<file path="src/rtl/assert_macros.svh">
// assertion macros used by the top-level rtl file
`ifndef ASSERT_MACROS_SVH
`define ASSERT_MACROS_SVH

// property must hold at every clock edge outside reset
`define CHECK_ALWAYS(label, prop, msg) \
  label: assert property (@(posedge clk) disable iff (rst) (prop)) else $error(msg);

// consequent must hold whenever antecedent holds
`define CHECK_IMPLIES(label, ante, cons, msg) \
  label: assert property (@(posedge clk) disable iff (rst) (ante) |-> (cons)) else $error(msg);

`endif

</file>
<file path="src/rtl/dxr_pkg.sv">
// shared types and constants for the disparity reprojection pipeline
package dxr_pkg;

  localparam int QW = 32;   // quotient and numerator bits, one cell per bit
  localparam int DW = 15;   // magnitude of a positive disparity

  localparam logic [23:0] XY_MAX = 24'h7fffff;
  localparam logic [23:0] XY_MIN = 24'h800000;
  localparam logic [23:0] Z_MAX  = 24'hffffff;

  typedef enum logic [1:0] {
    REG_FOCAL  = 2'd0,
    REG_BASE   = 2'd1,
    REG_CX     = 2'd2,
    REG_CY     = 2'd3
  } reg_idx_t;

  // one division lane: partial remainder and numerator bits shifted out
  // against quotient bits shifted in
  typedef struct packed {
    logic [DW-1:0] rem;
    logic [QW-1:0] nq;
  } lane_t;

  typedef struct packed {
    logic          valid;
    logic          pvalid;
    logic          neg_x;
    logic          neg_y;
    logic [DW-1:0] d;
    lane_t [2:0]   ln;    // 0 = z, 1 = x, 2 = y
  } cell_t;

endpackage

</file>
<file path="src/rtl/dxr_cell.sv">
// one restoring division step for the three lanes of a pipeline slot
module dxr_cell import dxr_pkg::*; (
  input  logic  clk,
  input  logic  rst,
  input  logic  en,
  input  cell_t din,
  output cell_t dout
);

  cell_t nxt;
  logic [DW:0] trial [3];

  always_comb begin
    nxt = din;
    for (int i = 0; i < 3; i++) begin
      trial[i] = {din.ln[i].rem, din.ln[i].nq[QW-1]};
      if (trial[i] >= {1'b0, din.d}) begin
        nxt.ln[i].rem = DW'(trial[i] - {1'b0, din.d});
        nxt.ln[i].nq  = {din.ln[i].nq[QW-2:0], 1'b1};
      end else begin
        nxt.ln[i].rem = trial[i][DW-1:0];
        nxt.ln[i].nq  = {din.ln[i].nq[QW-2:0], 1'b0};
      end
    end
  end

  always_ff @(posedge clk) begin
    if (rst) begin
      dout.valid <= 1'b0;
    end else if (en) begin
      dout.valid <= din.valid;
    end
    if (en) begin
      dout.pvalid <= nxt.pvalid;
      dout.neg_x  <= nxt.neg_x;
      dout.neg_y  <= nxt.neg_y;
      dout.d      <= nxt.d;
      dout.ln     <= nxt.ln;
    end
  end

endmodule

</file>
<file path="config.mk">
export PLATFORM = sky130hd
export DESIGN_NAME = dxr_cell
export DESIGN_NICKNAME = d
export VERILOG_FILES = /design/src/rtl/assert_macros.svh /design/src/rtl/dxr_pkg.sv /design/src/rtl/dxr_cell.sv
export SDC_FILE = /design/constraint.sdc
export NUM_CORES = 1
export LEC_CHECK = 0
export ABC_AREA = 1
export BUFFER_PORTS_ARGS = -buffer_cell sky130_fd_sc_hd__buf_4
export CAP_MARGIN = 10
export CORE_UTILIZATION = 50
export DETAILED_ROUTE_END_ITERATION = 8
export GPL_ROUTABILITY_DRIVEN = 0
export HOLD_SLACK_MARGIN = 0.1
export PLACE_DENSITY = 0.92
export SLEW_MARGIN = 15
export SYNTH_ARGS = -nofsm -noshare
export SYNTH_HDL_FRONTEND = slang
export SYNTH_SLANG_ARGS = --single-unit
</file>
<file path="constraint.sdc">
create_clock -name clk -period 2.5 [get_ports clk]
set_input_delay 0.25 -clock clk [delete_from_list [all_inputs] [get_ports clk]]
set_output_delay 0.25 -clock clk [all_outputs]
set_load 0.05 [all_outputs]
</file>
======== Word-level counts from Yosys, hierarchy flattened ========
Cells that the tools add are included.
storage, ports and cells
  register bits ........................... 160
  input bits .............................. 163
  output and inout bits ................... 160
  logic and storage cells ................. 20
cells by class
  add/sub/neg operators ................... 3
  $lt $le $gt $ge ......................... 3
  mux-type cells .......................... 3
operator list
  operator        count
  $mux 47         3
  $ge 16x15->1    3
  $sub 15x15->15  3

======== Longest topological paths before layout ========
  word-level depth ........................ 2
  mapped depth ............................ 14
  depth with buffers taken out ............ 13

======== Least setup slack after synthesis ========
OpenSTA, ideal clock, no wires.
  path type ............................... input -> register
  start ................................... in din[125] (netlist bit)
  end ..................................... reg dout[139] (netlist bit) (data pin)
  library setup time ...................... 0.253 ns
  arrival time ............................ 1.623 ns
  required time ........................... 2.247 ns
  slack ................................... 0.623 ns
  cell stages on the path ................. 14
  buffers on the path ..................... 1
  cell sequence ........................... inv_1 -> ha_1 -> fa_1 -> inv_1 -> nand2_1 -> nand2_1 -> nand3_1 -> nand3_2 -> nand2_2 -> nand2_4 -> inv_4 -> buf_6 -> nand2_1 -> nand2_1
RTL lines
  element          RTL line       source
  start, declared  dxr_cell.sv:6  input cell_t din,
  end, declared    dxr_cell.sv:7  output cell_t dout

==> impl_metrics.csv <==
group,metric,value,unit
status,outcome,"complete, no violations",
logic_synthesis,synth_top_flop_cell,"edfxtp_1",
finish,final_nets,1537,
logic_synthesis,netlist_instances,869,
floorplan,die_w,131,um
routing,ant_nets,0,
finish,largestRegisters,"dout: 160 flops",
routing,wl_per_cell,19.7,um
logic_synthesis,synth_edf_count,159,
timing,rsz0062_at_grt,"no",
pwr,power_frac_seq,38.5,%
critical_path,worst_path_max_delay_cell,"dlygate4sd3_1",
logic_synthesis,ys_top_cells_by_count,"nand2_1 (321), edfxtp_1 (159), inv_1 (135)",
critical_path,cpMostUsedCell,"nand2_1",
finish,layout-drive-gt1-share,28.9,%
critical_path,rrSetupSlack,1.32,ns
critical_path,required,2.68,ns
routing,drt_first_pass_iters,5,
cts,cts_buffer_depth,2,
critical_path,crit_path_max_incr_delay,0.54,ns
cts,cts_tree,"done",
min_path,min_path_cells,3,
pwr,power_density,688,mW/mm^2
routing,num_vias,8098,
critical_path,reg2reg_depth,3,
global_route,grt_pass1_vias,7810,
cts,cts_inserted_buffers,17,
routing,vias_per_cell,5.20,
placement,hpwl,20.4,mm
routing,wirelength,30.6,mm
critical_path,crit_start,"din[141]",
logic_synthesis,seq_area_frac_synth,57.7,%
routing,first_iter_violations,637,
timing,finalMaxSlewViolations,0,
timing,post-route-min-period,2.35,ns
floorplan,die_h,131,um
pwr,p_leak,6.29,nW
pwr,p_int,5.69,mW
finish,final_util,79.6,%
timing,max_freq,0.425,GHz
cts,clk_latency,0.42,ns
logic_synthesis,synth.largest_area_cell,"edfxtp_1",
finish,nFillCells,982,
timing,finalHoldViolCount,0,
logic_synthesis,synth.distinct_cells,25,
timing,relSlewSlack,67.8,%
pwr,clkPwrFrac,30.6,%
logic_synthesis,yosysMostFrequentCell,"nand2_1",
min_path,hold_class,"in2reg",
logic_synthesis,synth_fp_nets,1080,
job,cap_violations,0,
logic_synthesis,netlist_top_cells_area,"edfxtp_1 (57%), nand2_1 (14%), ha_1 (6.8%)",
pwr,p_switching,3.11,mW
logic_synthesis,synth_top_area_share,57.5,%
cts,cts_root_buf,"clkbuf_16",
critical_path,crit_chain,"dlygate4sd3_1 > buf_4 > ha_1 > fa_1 > inv_1 > nand2_1 > nand2_1 > nand3_2 > nand3_2 > nand2_2 > nand2_4 > inv_2 > nand2_1 > nand2_1",
timing,tightest_slew,0.483,ns
critical_path,start_kind,"input pin",
finish,largest_register,"dout",
timing,setup-tns-final,0,ns
logic_synthesis,netlist_area,0.00831,mm^2
critical_path,crit_path_end_kind,"flop",
finish,syn_to_final_growth,53.9,%
finish,final_cells,1556,
critical_path,cp_max_fo,19,
pwr,power,8.80,mW
finish,largest_register_ffs,160,
floorplan,pin_count,323,
logic_synthesis,postSynth.asyncResetShare,0,%
placement,dp.cells,1404,
routing,drcViolationCount,0,
pwr,sw_frac_of_total,35.3,%
cts,clock-sinks,160,
floorplan,start_util,51.8,%
timing,skew,0,ns
global_route,grt_max_degree,53,
global_route,grt_overflow_total,0,
cts,path_clk_slew,0.07,ns
floorplan,core-area,0.0161,mm^2
min_path,hp-start,"din[128]",
pwr,pwr-share-comb,30.9,%
global_route,grt_pass1_wl,43.1,mm
critical_path,timing.rr.start,"dout[159]$_SDFFE_PP0P_",
critical_path,r2r-end,"dout[159]$_SDFFE_PP0P_",
timing,finalCritPeriodShare,94.1,%
logic_synthesis,synth_warnings,0,
critical_path,critPathArrivalTime,2.54,ns
floorplan,row_count,46,
global_route,antenna_found_initial,2,
logic_synthesis,syn_avg_cell_area,9.56,um^2
global_route,track_usage,35.2,%
pwr,irDropWorstVdd,523,uV
timing,finalSetupViolations,0,
logic_synthesis,ys_ff_latch,160,
min_path,hold_path_end,"dout[129]$_DFFE_PP_",
floorplan,die-area,0.0171,mm^2
cts,htreeDepth,4,
critical_path,critPathKind,"in2reg",
placement,io_buffers,322,
-- how the worst max path moves through the flow --
stage | endpoint | cells after the start | slack (ns)
5_1_grt | dout[34]$_DFFE_PP_ | 14 | 0.03
2_1_floorplan | dout[139]$_DFFE_PP_ | 14 | 0.62
3_5_place_dp | dout[42]$_DFFE_PP_ | 14 | 0.31
6_report | dout[46]$_DFFE_PP_ | 14 | 0.15
3_3_place_gp | dout[44]$_DFFE_PP_ | 14 | 0.38
4_1_cts | dout[88]$_DFFE_PP_ | 14 | 0.21
-- layout make-up --
type	count	area (um^2)	share of cell area (%)
sequential	160	4790	37.5
timing repair buffer	444	3660	28.6
multi-input combinational	563	2930	22.9
inverter	140	531	4.15
clock buffer	17	425	3.33
tap	216	270	2.11
clock inverter	15	176	1.38
antenna	1	2.50	0.0196
-- power by group through the flow --
| stage | Clock, mW | Sequential [mW] | Combinational, mW |
|---|---|---|---|
| after floorplan | 0 | 4.33 | 0.686 |
| after global placement | 0 | 3.42 | 2.44 |
| after detailed placement | 0 | 3.42 | 2.49 |
| after CTS | 2.69 | 3.37 | 2.66 |
| after global routing | 2.81 | 3.40 | 2.86 |
| final | 2.69 | 3.39 | 2.72 |
-- stage by stage --
stage	hold WS, ns	instance area [um^2]	worst slack, ns
floorplan	0.322	8310	0.623
global placement	0.408	11000	0.379
detailed placement	0.414	11000	0.306
CTS	0.100	12800	0.209
global route	0.112	12800	0.0349
finish	0.115	12800	0.147
-- what timing repair did --
| action | CTS | global route |
|---|---|---|
| hold buffers | 119 | 0 |
| endpoints found under the setup margin | 0 | 3 |
| endpoints found under the hold margin | 118 | 0 |
| setup buffers | 0 | 0 |
| gates resized for setup | 0 | 1 |
-- critical path: cells and delay by family --
kind | cells | cell delay [ns]
AND/OR/NAND/NOR | 8 | 0.75
adder cells (fa/ha/maj) | 2 | 0.56
buffers and inverters | 4 | 0.98
-- layout by cell type (no fill, tap or decap), types with 2 or more instances in the layout --
cell             n
buf_4          322
inv_6            4
nand2_1        321
edfxtp_1       159
and2_1           9
fa_1             3
o21ai_0          9
nand2_4          2
clkbuf_16       17
inv_2            3
clkinv_4         2
nand4_1          9
nand2_2          6
nand3b_1         6
inv_8            3
nand3_1         55
or2_0            3
ha_1            45
nor2_2           6
bufinv_16        2
inv_1          135
xor2_1          15
inv_4            2
dlygate4sd3_1  119
or2_2            3
buf_12           2
nor2_1          46
clkinv_2         2
a21oi_2          3
nand3_2          5
a21oi_1         15
-- logic make-up after synthesis --
family                   after synthesis  share of synthesized area, %
AND/OR/NAND/NOR                      472                          24.1
buffers and inverters                146                          7.20
multiplexers                           1                         0.120
adder cells (fa/ha/maj)               48                          7.50
AO/OA/AOI/OAI                         27                          1.76
XOR/XNOR                              15                          1.58
flip-flops                           160                          57.7
-- layer usage --
| metal | part of all wire, % | track usage (%) | wire (um) | up-vias |
|---|---|---|---|---|
| met5 | 0.029 | 0 | 9 | - |
| met4 | 6.4 | 23.3 | 1950 | 2 |
| met3 | 9.2 | 9.93 | 2820 | 122 |
| met2 | 48 | 59.7 | 14700 | 489 |
| met1 | 36 | 38.8 | 11100 | 3754 |
| li1 | - | - | - | 3731 |
(Power assumes the default switching activity.)
